--- src/sv/iapd_pkg.sv ---
// shared types and constants of the indexed address postbyte decoder
`timescale 1ns / 1ps

package iapd_pkg;

   typedef logic [7:0]  byte_type;
   typedef logic [15:0] word_type;

   // sub-mode codes in postbyte bits 3:0 when bit 7 is set
   typedef enum logic [3:0] {
      SUB_INC1     = 4'h0,
      SUB_INC2     = 4'h1,
      SUB_DEC1     = 4'h2,
      SUB_DEC2     = 4'h3,
      SUB_ZERO     = 4'h4,
      SUB_ACC_B    = 4'h5,
      SUB_ACC_A    = 4'h6,
      SUB_OFF8     = 4'h8,
      SUB_OFF16    = 4'h9,
      SUB_ACC_D    = 4'hB,
      SUB_PCR8     = 4'hC,
      SUB_PCR16    = 4'hD,
      SUB_EXT_IND  = 4'hF
   } sub_mode_type;

   // register select codes in postbyte bits 6:5
   localparam logic [1:0] SEL_X = 2'd0;
   localparam logic [1:0] SEL_Y = 2'd1;
   localparam logic [1:0] SEL_U = 2'd2;
   localparam logic [1:0] SEL_S = 2'd3;

   // extension byte counts
   localparam logic [1:0] USED_NONE = 2'd0;
   localparam logic [1:0] USED_ONE  = 2'd1;
   localparam logic [1:0] USED_TWO  = 2'd2;

   typedef struct packed {
      byte_type mode_byte;
      byte_type ext_byte_first;
      byte_type ext_byte_second;
      word_type index_x;
      word_type index_y;
      word_type user_stack;
      word_type hw_stack;
      byte_type acc_a;
      byte_type acc_b;
      word_type pc_after_post;
   } req_type;

   // operands and flags handed from decode to the adder stage
   typedef struct packed {
      word_type   op_a;
      word_type   op_b;
      word_type   base;
      word_type   wb_delta;
      logic       is_indirect;
      logic [1:0] bytes_used;
      logic       wb_enable;
      logic [1:0] wb_select;
      logic       illegal_mode;
   } op_type;

   typedef struct packed {
      word_type   eff_address;
      logic       is_indirect;
      logic [1:0] bytes_used;
      logic       wb_enable;
      logic [1:0] wb_select;
      word_type   wb_value;
      logic       illegal_mode;
   } rsp_type;

endpackage

--- src/sv/iapd_if.sv ---
// request and response channel interfaces of the postbyte decoder
`timescale 1ns / 1ps

interface iapd_req_if;
   logic               valid;
   logic               ready;
   iapd_pkg::byte_type mode_byte;
   iapd_pkg::byte_type ext_byte_first;
   iapd_pkg::byte_type ext_byte_second;
   iapd_pkg::word_type index_x;
   iapd_pkg::word_type index_y;
   iapd_pkg::word_type user_stack;
   iapd_pkg::word_type hw_stack;
   iapd_pkg::byte_type acc_a;
   iapd_pkg::byte_type acc_b;
   iapd_pkg::word_type pc_after_post;

   modport source (
      output valid, mode_byte, ext_byte_first, ext_byte_second, index_x, index_y,
             user_stack, hw_stack, acc_a, acc_b, pc_after_post,
      input  ready
   );
   modport sink (
      input  valid, mode_byte, ext_byte_first, ext_byte_second, index_x, index_y,
             user_stack, hw_stack, acc_a, acc_b, pc_after_post,
      output ready
   );
endinterface

interface iapd_rsp_if;
   logic               valid;
   logic               ready;
   iapd_pkg::word_type eff_address;
   logic               is_indirect;
   logic [1:0]         bytes_used;
   logic               wb_enable;
   logic [1:0]         wb_select;
   iapd_pkg::word_type wb_value;
   logic               illegal_mode;

   modport source (
      output valid, eff_address, is_indirect, bytes_used, wb_enable, wb_select,
             wb_value, illegal_mode,
      input  ready
   );
   modport sink (
      input  valid, eff_address, is_indirect, bytes_used, wb_enable, wb_select,
             wb_value, illegal_mode,
      output ready
   );
endinterface

--- src/sv/indexed_address_postbyte_decoder_unit.sv ---
// indexed addressing postbyte decoder: capture, decode and add pipeline
//
//   channel   modport  direction  contents
//   req_if    sink     in         postbyte, extension bytes, registers, pc
//   rsp_if    source   out        address, flags, extension count, write-back
//
// three register stages: input capture, decode to adder operands, add into
// the output register; a transaction taken from req_if passes the capture,
// operand and output registers in that order before it appears on rsp_if,
// and one transaction per cycle is sustained while rsp_if is not stalled
// each stage moves when the stage after it is empty or moving, so a stall on
// rsp_if fills the bubbles first and then holds req_if.ready low
// synchronous reset clears the stage valid bits only
`timescale 1ns / 1ps

module indexed_address_postbyte_decoder_unit (
   input  logic          clock,
   input  logic          reset,
   iapd_req_if.sink      req_if,
   iapd_rsp_if.source    rsp_if
);

   logic adv1, adv2, adv3;
   logic v1_ff, v1_in, v2_ff, v2_in, v3_ff, v3_in;

   iapd_pkg::req_type s1_ff, s1_in;
   iapd_pkg::op_type  s2_ff, s2_in;
   iapd_pkg::rsp_type s3_ff, s3_in;

   assign adv3 = !v3_ff || rsp_if.ready;
   assign adv2 = !v2_ff || adv3;
   assign adv1 = !v1_ff || adv2;

   assign req_if.ready = adv1;

   always_comb begin
      v1_in = adv1 ? req_if.valid : v1_ff;
      v2_in = adv2 ? v1_ff : v2_ff;
      v3_in = adv3 ? v2_ff : v3_ff;
   end

   always_ff @(posedge clock) begin
      if (reset) begin
         v1_ff <= 1'b0;
         v2_ff <= 1'b0;
         v3_ff <= 1'b0;
      end else begin
         v1_ff <= v1_in;
         v2_ff <= v2_in;
         v3_ff <= v3_in;
      end
   end

   // stage 1: capture
   always_comb begin
      s1_in.mode_byte       = req_if.mode_byte;
      s1_in.ext_byte_first  = req_if.ext_byte_first;
      s1_in.ext_byte_second = req_if.ext_byte_second;
      s1_in.index_x         = req_if.index_x;
      s1_in.index_y         = req_if.index_y;
      s1_in.user_stack      = req_if.user_stack;
      s1_in.hw_stack        = req_if.hw_stack;
      s1_in.acc_a           = req_if.acc_a;
      s1_in.acc_b           = req_if.acc_b;
      s1_in.pc_after_post   = req_if.pc_after_post;
   end

   always_ff @(posedge clock) begin
      if (adv1) begin
         s1_ff <= s1_in;
      end
   end

   // stage 2: decode into adder operands
   iapd_pkg::word_type base;
   iapd_pkg::word_type n16;
   logic [1:0]         sel;

   always_comb begin
      sel = s1_ff.mode_byte[6:5];
      n16 = {s1_ff.ext_byte_first, s1_ff.ext_byte_second};
      unique case (sel)
         iapd_pkg::SEL_X: base = s1_ff.index_x;
         iapd_pkg::SEL_Y: base = s1_ff.index_y;
         iapd_pkg::SEL_U: base = s1_ff.user_stack;
         iapd_pkg::SEL_S: base = s1_ff.hw_stack;
         default:         base = s1_ff.index_x;
      endcase

      s2_in.op_a         = base;
      s2_in.op_b         = 16'h0000;
      s2_in.base         = base;
      s2_in.wb_delta     = 16'h0000;
      s2_in.is_indirect  = 1'b0;
      s2_in.bytes_used   = iapd_pkg::USED_NONE;
      s2_in.wb_enable    = 1'b0;
      s2_in.wb_select    = sel;
      s2_in.illegal_mode = 1'b0;

      if (!s1_ff.mode_byte[7]) begin
         // 5-bit signed offset
         s2_in.op_b = {{11{s1_ff.mode_byte[4]}}, s1_ff.mode_byte[4:0]};
      end else begin
         s2_in.is_indirect = s1_ff.mode_byte[4];
         unique case (iapd_pkg::sub_mode_type'(s1_ff.mode_byte[3:0]))
            iapd_pkg::SUB_INC1: begin
               if (s1_ff.mode_byte[4]) begin
                  s2_in.illegal_mode = 1'b1;
               end else begin
                  s2_in.wb_enable = 1'b1;
                  s2_in.wb_delta  = 16'h0001;
               end
            end
            iapd_pkg::SUB_INC2: begin
               s2_in.wb_enable = 1'b1;
               s2_in.wb_delta  = 16'h0002;
            end
            iapd_pkg::SUB_DEC1: begin
               if (s1_ff.mode_byte[4]) begin
                  s2_in.illegal_mode = 1'b1;
               end else begin
                  s2_in.wb_enable = 1'b1;
                  s2_in.wb_delta  = 16'hFFFF;
                  s2_in.op_b      = 16'hFFFF;
               end
            end
            iapd_pkg::SUB_DEC2: begin
               s2_in.wb_enable = 1'b1;
               s2_in.wb_delta  = 16'hFFFE;
               s2_in.op_b      = 16'hFFFE;
            end
            iapd_pkg::SUB_ZERO: begin
               s2_in.op_b = 16'h0000;
            end
            iapd_pkg::SUB_ACC_B: begin
               s2_in.op_b = {{8{s1_ff.acc_b[7]}}, s1_ff.acc_b};
            end
            iapd_pkg::SUB_ACC_A: begin
               s2_in.op_b = {{8{s1_ff.acc_a[7]}}, s1_ff.acc_a};
            end
            iapd_pkg::SUB_OFF8: begin
               s2_in.op_b       = {{8{s1_ff.ext_byte_first[7]}}, s1_ff.ext_byte_first};
               s2_in.bytes_used = iapd_pkg::USED_ONE;
            end
            iapd_pkg::SUB_OFF16: begin
               s2_in.op_b       = n16;
               s2_in.bytes_used = iapd_pkg::USED_TWO;
            end
            iapd_pkg::SUB_ACC_D: begin
               s2_in.op_b = {s1_ff.acc_a, s1_ff.acc_b};
            end
            iapd_pkg::SUB_PCR8: begin
               s2_in.op_a       = s1_ff.pc_after_post + 16'd1;
               s2_in.op_b       = {{8{s1_ff.ext_byte_first[7]}}, s1_ff.ext_byte_first};
               s2_in.bytes_used = iapd_pkg::USED_ONE;
            end
            iapd_pkg::SUB_PCR16: begin
               s2_in.op_a       = s1_ff.pc_after_post + 16'd2;
               s2_in.op_b       = n16;
               s2_in.bytes_used = iapd_pkg::USED_TWO;
            end
            iapd_pkg::SUB_EXT_IND: begin
               if (!s1_ff.mode_byte[4]) begin
                  s2_in.illegal_mode = 1'b1;
               end else begin
                  s2_in.op_a       = 16'h0000;
                  s2_in.op_b       = n16;
                  s2_in.bytes_used = iapd_pkg::USED_TWO;
               end
            end
            default: begin
               s2_in.illegal_mode = 1'b1;
            end
         endcase

         // undefined sub-mode or illegal indirect combination falls back to the plain base register
         if (s2_in.illegal_mode) begin
            s2_in.op_a        = base;
            s2_in.op_b        = 16'h0000;
            s2_in.wb_delta    = 16'h0000;
            s2_in.is_indirect = 1'b0;
            s2_in.bytes_used  = iapd_pkg::USED_NONE;
            s2_in.wb_enable   = 1'b0;
         end
      end
   end

   always_ff @(posedge clock) begin
      if (adv2) begin
         s2_ff <= s2_in;
      end
   end

   // stage 3: address and write-back adders into the output register
   always_comb begin
      s3_in.eff_address  = s2_ff.op_a + s2_ff.op_b;
      s3_in.wb_value     = s2_ff.base + s2_ff.wb_delta;
      s3_in.is_indirect  = s2_ff.is_indirect;
      s3_in.bytes_used   = s2_ff.bytes_used;
      s3_in.wb_enable    = s2_ff.wb_enable;
      s3_in.wb_select    = s2_ff.wb_select;
      s3_in.illegal_mode = s2_ff.illegal_mode;
   end

   always_ff @(posedge clock) begin
      if (adv3) begin
         s3_ff <= s3_in;
      end
   end

   assign rsp_if.valid        = v3_ff;
   assign rsp_if.eff_address  = s3_ff.eff_address;
   assign rsp_if.is_indirect  = s3_ff.is_indirect;
   assign rsp_if.bytes_used   = s3_ff.bytes_used;
   assign rsp_if.wb_enable    = s3_ff.wb_enable;
   assign rsp_if.wb_select    = s3_ff.wb_select;
   assign rsp_if.wb_value     = s3_ff.wb_value;
   assign rsp_if.illegal_mode = s3_ff.illegal_mode;

endmodule

--- src/flat_wrapper.sv ---
// flat-port wrapper written by rule: the top's interface ports become plain ports
module indexed_address_postbyte_decoder_unit_flat 
  (clock, reset, req_if_valid, req_if_mode_byte, req_if_ext_byte_first, req_if_ext_byte_second, req_if_index_x, req_if_index_y, req_if_user_stack, req_if_hw_stack, req_if_acc_a, req_if_acc_b, req_if_pc_after_post, req_if_ready, rsp_if_valid, rsp_if_eff_address, rsp_if_is_indirect, rsp_if_bytes_used, rsp_if_wb_enable, rsp_if_wb_select, rsp_if_wb_value, rsp_if_illegal_mode, rsp_if_ready);
  iapd_req_if req_if_i ();
  iapd_rsp_if rsp_if_i ();
  input  logic clock;
  input  logic reset;
  input wire logic [$bits(req_if_i.valid)-1:0] req_if_valid;
  input wire logic [$bits(req_if_i.mode_byte)-1:0] req_if_mode_byte;
  input wire logic [$bits(req_if_i.ext_byte_first)-1:0] req_if_ext_byte_first;
  input wire logic [$bits(req_if_i.ext_byte_second)-1:0] req_if_ext_byte_second;
  input wire logic [$bits(req_if_i.index_x)-1:0] req_if_index_x;
  input wire logic [$bits(req_if_i.index_y)-1:0] req_if_index_y;
  input wire logic [$bits(req_if_i.user_stack)-1:0] req_if_user_stack;
  input wire logic [$bits(req_if_i.hw_stack)-1:0] req_if_hw_stack;
  input wire logic [$bits(req_if_i.acc_a)-1:0] req_if_acc_a;
  input wire logic [$bits(req_if_i.acc_b)-1:0] req_if_acc_b;
  input wire logic [$bits(req_if_i.pc_after_post)-1:0] req_if_pc_after_post;
  output wire logic [$bits(req_if_i.ready)-1:0] req_if_ready;
  output wire logic [$bits(rsp_if_i.valid)-1:0] rsp_if_valid;
  output wire logic [$bits(rsp_if_i.eff_address)-1:0] rsp_if_eff_address;
  output wire logic [$bits(rsp_if_i.is_indirect)-1:0] rsp_if_is_indirect;
  output wire logic [$bits(rsp_if_i.bytes_used)-1:0] rsp_if_bytes_used;
  output wire logic [$bits(rsp_if_i.wb_enable)-1:0] rsp_if_wb_enable;
  output wire logic [$bits(rsp_if_i.wb_select)-1:0] rsp_if_wb_select;
  output wire logic [$bits(rsp_if_i.wb_value)-1:0] rsp_if_wb_value;
  output wire logic [$bits(rsp_if_i.illegal_mode)-1:0] rsp_if_illegal_mode;
  input wire logic [$bits(rsp_if_i.ready)-1:0] rsp_if_ready;
  assign req_if_i.valid = req_if_valid;
  assign req_if_i.mode_byte = req_if_mode_byte;
  assign req_if_i.ext_byte_first = req_if_ext_byte_first;
  assign req_if_i.ext_byte_second = req_if_ext_byte_second;
  assign req_if_i.index_x = req_if_index_x;
  assign req_if_i.index_y = req_if_index_y;
  assign req_if_i.user_stack = req_if_user_stack;
  assign req_if_i.hw_stack = req_if_hw_stack;
  assign req_if_i.acc_a = req_if_acc_a;
  assign req_if_i.acc_b = req_if_acc_b;
  assign req_if_i.pc_after_post = req_if_pc_after_post;
  assign req_if_ready = req_if_i.ready;
  assign rsp_if_valid = rsp_if_i.valid;
  assign rsp_if_eff_address = rsp_if_i.eff_address;
  assign rsp_if_is_indirect = rsp_if_i.is_indirect;
  assign rsp_if_bytes_used = rsp_if_i.bytes_used;
  assign rsp_if_wb_enable = rsp_if_i.wb_enable;
  assign rsp_if_wb_select = rsp_if_i.wb_select;
  assign rsp_if_wb_value = rsp_if_i.wb_value;
  assign rsp_if_illegal_mode = rsp_if_i.illegal_mode;
  assign rsp_if_i.ready = rsp_if_ready;
  indexed_address_postbyte_decoder_unit u_core (.clock(clock), .reset(reset), .req_if(req_if_i), .rsp_if(rsp_if_i));
endmodule
--- config.mk ---
export PLATFORM = sky130hd
export DESIGN_NAME = indexed_address_postbyte_decoder_unit_flat
export DESIGN_NICKNAME = d
export VERILOG_FILES = /design/src/sv/iapd_pkg.sv /design/src/sv/iapd_if.sv /design/src/sv/indexed_address_postbyte_decoder_unit.sv /design/src/flat_wrapper.sv
export SDC_FILE = /design/constraint.sdc
export NUM_CORES = 1
export LEC_CHECK = 0
export BUFFER_PORTS_ARGS = -buffer_cell sky130_fd_sc_hd__buf_4
export CAP_MARGIN = 20
export CORE_MARGIN = 3
export CORE_UTILIZATION = 58
export CTS_BUF_LIST = sky130_fd_sc_hd__clkbuf_8
export DETAILED_ROUTE_END_ITERATION = 12
export PLACE_DENSITY = 0.78
export SETUP_SLACK_MARGIN = 0.3
export SLEW_MARGIN = 30
export SYNTH_ARGS = -nofsm -noshare
export SYNTH_HDL_FRONTEND = slang
export SYNTH_SLANG_ARGS = --single-unit
--- constraint.sdc ---
create_clock -name clock -period 4.7 [get_ports clock]
set_input_delay 0 -clock clock [delete_from_list [all_inputs] [get_ports clock]]
set_output_delay 0 -clock clock [all_outputs]
set_load 0.1 [all_outputs]
Word-level counts from Yosys, hierarchy flattened --
Index checks and enable logic that the tools add are counted. W data, S select, Z words.
Storage, ports and cells: register bits 233, latch bits 0, memory bits (writable) 0, memory bits (read-only) 0, input port bits 124, output and inout port bits 41, logic and storage cells 80, memories 0
Operators by class: add/sub/neg operators 4, $mul 0, divide/modulo/power cells 0, order comparisons 0, equality and inequality tests 15, shifts and indexed selects 0, mux-type cells 17, bitwise gates (word level) 1, reductions and logical operators 14
Operators by type and width (count):
- $pmux W16 S4 | 2
- $pmux W16 S8 | 1
- $mux W32 | 2
- $mux W16 | 3
- $pmux W16 S3 | 1
- $add A16 B16 Y16 | 2
- $eq A4 B4 Y1 const B | 6
- $add A16 B1 Y16 const B | 1
- $add A16 B2 Y16 const B | 1
- $eq A4 B3 Y1 const B | 3
- $reduce_or A10 Y1 | 1
- $reduce_or A2 Y1 | 5
- $eq A4 B2 Y1 const B | 2
- $pmux W2 S3 | 1
- $eq A2 B2 Y1 const B | 2
- $eq A4 B1 Y1 const B | 1
- $logic_not A4 Y1 | 1
- $mux W1 | 4
- $logic_not A1 Y1 | 3
- $logic_or A1 B1 Y1 | 3
- $pmux W1 S3 | 1
- $eq A2 B1 Y1 const B | 1
- $logic_not A2 Y1 | 1
- $mux W2 | 1
- 2 further kinds | 2

Logic depth before layout (Yosys ltp) --
depth in word-level cells 6, depth in mapped cells 8, depth with buffers taken out 8

Worst setup path after synthesis --
Ideal clock, no wire load.
path type reg-to-reg, from reg u_core.v3_ff, in the netlist u_core.rsp_if.valid, to reg u_core.s1_ff, in the netlist u_core.n16[0], enable pin, library setup time 1.277 ns, arrival 3.867 ns, required time 3.423 ns, setup slack -0.444 ns, stages on the path, launching flop included 4, buffers on the path 0, period minus slack after synthesis 5.144 ns, cell sequence dfxtp_1 nor2b_1 and2_1 nand2_1
On the way: longest elaborated chain between the ends 4
RTL lines:
- from (decl) | line indexed_address_postbyte_decoder_unit.sv:24 | logic v1_ff, v1_in, v2_ff, v2_in, v3_ff, v3_in;
- from (signal assigned) | line indexed_address_postbyte_decoder_unit.sv:50 | v3_ff <= v3_in;
- $logic_not A1 Y1 | line indexed_address_postbyte_decoder_unit.sv:30 | assign adv3 = !v3_ff || rsp_if.ready;
- $logic_or A1 B1 Y1 | line indexed_address_postbyte_decoder_unit.sv:30
- $logic_or A1 B1 Y1 | line indexed_address_postbyte_decoder_unit.sv:31 | assign adv2 = !v2_ff || adv3;
- $logic_or A1 B1 Y1 | line indexed_address_postbyte_decoder_unit.sv:32 | assign adv1 = !v1_ff || adv2;
- named net req_if_ready | line flat_wrapper.sv:19 | output wire logic [$bits(req_if_i.ready)-1:0] req_if_ready;
- to (signal assigned) | line indexed_address_postbyte_decoder_unit.sv:70 | s1_ff <= s1_in;
- to (decl) | line indexed_address_postbyte_decoder_unit.sv:26 | iapd_pkg::req_type s1_ff, s1_in;
The timed path passes the listed nets, and every way through them passes these cells. A chain may end at the register's enable or synchronous reset.

==> flow_metrics.py <==
metrics = {
    "timing": {
        "timing.fmax_mhz": 384,
        "post-route-min-period_ns": 2.60,
        "rsz0062_at_grt": "false",
        "final_max_slew_viol_count": 0,
        "setup_violations": 0,
        "period_share": 0.554,
        "tightest_slew_ns": 0.921,
        "relSlewSlack": 0.386,
        "finalHoldViolCount": 0,
        "fin_skew_ns": 0.0236,
        "setup_tns_ns": 0,
    },
    "synth": {
        "synthesis.area_um2": 9570,
        "syn_inst": 628,
        "ys_ff_latch": 220,
        "synth_edf_count": 217,
        "async_flop_share": 0,
        "ys_types": 67,
        "syn_avg_cell_area_um2": 15.2,
        "synth-main-ff-cell": "edfxtp_1",
        "yosys_warnings": 0,
        "ys_seq_area_frac": 0.687,
        "syn_nets": 786,
    },
    "cells_and_area": {
        "fin_area_um2": 12900,
        "fill_cells": 834,
        "seqCellArea_um2": 6580,
        "layout_common_cells": "edfxtp_1 (217), buf_4 (166), dlygate4sd3_1 (123), o21ai_0 (45), nand2_1 (41)",
        "multi_input_comb_area_um2": 2870,
        "drive_above_1_share": 0.261,
        "layout_commonest_cell": "edfxtp_1",
        "nNetsFinal": 1098,
        "area_delta_synth_final_pct": 34.6,
    },
    "place": {
        "place_hpwl_um": 14200,
        "dpl_cell_area_um2": 11000,
        "port-buffer-count": 164,
        "gp_congestion": 0.864,
    },
    "route": {
        "drt_pre_antenna_iters": 5,
        "drt_iter0_drc": 661,
        "routed-via-count": 6883,
        "drt-total-wl_um": 25000,
        "viasPerCell": 5.84,
        "final_antenna_net_count": 0,
        "wire_per_inst_um": 21.2,
        "drc": 0,
    },
    "critical_path": {
        "critPathLaunch": "u_core.s2_ff[21]",
        "cp.arrival_ns": 2.85,
        "critPathCapture": "u_core.rsp_if.wb_value[15]",
        "critPathRequiredTime_ns": 4.95,
        "critPathMaxFanout": 14,
        "reg2reg_setup_slack_ns": 2.10,
        "crit_type": "flip-flop to flip-flop",
        "reg2reg_depth": 7,
        "r2r_end": "u_core.rsp_if.wb_value[15]",
        "r2r-start": "u_core.s2_ff[21]",
        "crit_path_start_kind": "flip-flop",
        "crit_path_end_kind": "flip-flop",
    },
    "outcome": {
        "outcome": "finished, final reports clean",
    },
    "clocking": {
        "cts_buffers": 36,
        "clkSlewWorstSetupHoldPaths_ns": 0.08,
        "post_cts_resized": 0,
        "postCtsHoldBufs": 123,
        "clk_latency_ns": 0.53,
        "post_cts_buffers": 0,
        "clock_sinks": 220,
        "htree_levels": 2,
        "cts_buffer_depth": 3,
        "cts_tree": "yes",
        "cts_root_buf": "clkbuf_8",
    },
    "power_and_ir_drop": {
        "vdd_drop_max_mv": 0.331,
        "netSwitchingFraction": 0.330,
        "p_sw_uw": 1720,
        "p_int_uw": 3500,
        "clkPwrFrac": 0.284,
        "p_comb_frac": 0.244,
        "leakagePower_uw": 0.00526,
        "pwr-share-seq": 0.472,
        "power_uw": 5210,
        "power.density_nw_per_um2": 405,
    },
    "floorplan": {
        "die_h_um": 134,
        "initial_utilization": 0.598,
        "dieArea_um2": 18100,
        "core-area_um2": 16000,
        "core.rowCount": 46,
        "io_pins": 165,
        "fp.dieW_um": 134,
    },
    "run": {
        "drv_cap": 0,
    },
    "global_routing": {
        "grt_max_degree": 89,
        "grt_pass1_wl_um": 38400,
        "antenna_found_initial": 1,
        "grt_pass1_vias": 7176,
        "grt_overflow": 0,
        "groute.usage.overall": 0.278,
    },
    "worst_hold_path": {
        "min_path_type": "input port to flip-flop",
    },
}
-- cell usage after synthesis (3+ instances only) --
cell | instances | area share
o31ai_1 | 6 | 0.0047
o22ai_1 | 8 | 0.0052
a221oi_1 | 14 | 0.013
nand3_1 | 8 | 0.0042
clkbuf_1 | 6 | 0.0024
inv_1 | 13 | 0.0051
nand2_1 | 42 | 0.016
buf_2 | 6 | 0.0031
and3_1 | 3 | 0.0020
nand4_1 | 7 | 0.0046
nand2b_1 | 3 | 0.0020
a32oi_1 | 3 | 0.0027
o21bai_1 | 4 | 0.0031
a21oi_1 | 38 | 0.020
nor3_1 | 8 | 0.0042
mux4_2 | 16 | 0.038
xor2_1 | 15 | 0.014
nor2b_1 | 6 | 0.0039
a31oi_1 | 3 | 0.0020
a21o_1 | 15 | 0.012
nor3_2 | 3 | 0.0031
edfxtp_1 | 217 | 0.68
buf_4 | 3 | 0.0024
o21ai_0 | 45 | 0.024
nor2_1 | 23 | 0.0090
dfxtp_1 | 3 | 0.0063
ha_1 | 32 | 0.042
and4_1 | 3 | 0.0027
and2_1 | 4 | 0.0026
xnor2_1 | 21 | 0.019
-- state kept, by name, indices dropped and copies added, names as in the netlist --
signal                      count
u_core.rsp_if.wb_select         2
u_core.rsp_if.wb_value         16
u_core.rsp_if.valid             1
u_core.v1_ff                    1
u_core.rsp_if.wb_enable         1
u_core.rsp_if.eff_address      16
u_core.rsp_if.bytes_used        2
u_core.s1_ff                  104
u_core.n16                     16
u_core.s2_ff                   58
u_core.rsp_if.illegal_mode      1
u_core.rsp_if.is_indirect       1
u_core.v2_ff                    1
-- worst min-delay path by stage --
| stage | startpoint | to | cells past startpoint |
|---|---|---|---|
| final | req_if_index_x[10] | u_core.s1_ff[90] | 2 |
| after global routing | req_if_pc_after_post[7] | u_core.s1_ff[7] | 2 |
| after CTS | req_if_hw_stack[10] | u_core.s1_ff[42] | 2 |
| after detailed placement | req_if_acc_a[0] | u_core.s1_ff[24] | 1 |
| after global placement | reset | u_core.v2_ff | 2 |
| after floorplan | reset | u_core.rsp_if.valid | 1 |
-- power groups by stage --
stage                     Clock [µW]  Sequential [µW]  Combinational (µW)
final                           1480             2460                1270
after global routing            1580             2480                1330
after CTS                       1460             2460                1250
after detailed placement           0             2490                1170
after global placement             0             2490                1150
after floorplan                    0             3050                 311
-- cells by family (layout without fill, tap and decap cells) --
logic type,after synthesis,count (layout),share of synthesized area
other cells,0,1,0
xor+xnor,36,36,0.0329
flops,220,220,0.687
fa+ha+maj,34,34,0.0460
buf+inv,32,366,0.0153
compound gates,167,167,0.115
mux,17,17,0.0387
simple gates,122,122,0.0645
-- layer usage --
layer | global-route usage | vias to the layer above | share of wire
li1 | - | 3115 | -
met1 | 0.326 | 3326 | 0.36
met2 | 0.496 | 364 | 0.52
met3 | 0.0626 | 78 | 0.080
met4 | 0.119 | 0 | 0.039
met5 | 0 | - | 0
-- final cells by class --
cell class              instances  area share
flip-flops and latches        220       0.510
well taps                     216      0.0210
inverters                      15     0.00456
diodes                          1    0.000194
repair buffers                291       0.194
clock inverters                23     0.00767
clock buffers                  37      0.0395
multi-input cells             376       0.222
-- critical path: stages, from the launching register on --
cell and delay (ns):
edfxtp_1 0.61, ha_1 0.46, a21oi_2 0.23, o21ai_0 0.11, a21oi_1 0.26, o21ai_1 0.24
nor4_1 0.32, nor3_1 0.09
-- metrics by stage --
| stage | cells | worst slack, ns | hold WS, ns | util |
|---|---|---|---|---|
| floorplan | 628 | 1.10 | 0.0724 | - |
| global placement | 993 | 2.15 | 0.174 | 0.688 |
| detailed placement | 994 | 2.01 | 0.179 | 0.689 |
| CTS | 1177 | 2.00 | 0.174 | 0.804 |
| global route | 1179 | 1.94 | 0.182 | 0.805 |
| finish | 1179 | 2.10 | 0.187 | 0.805 |
Power figures use the tool's default switching activity.
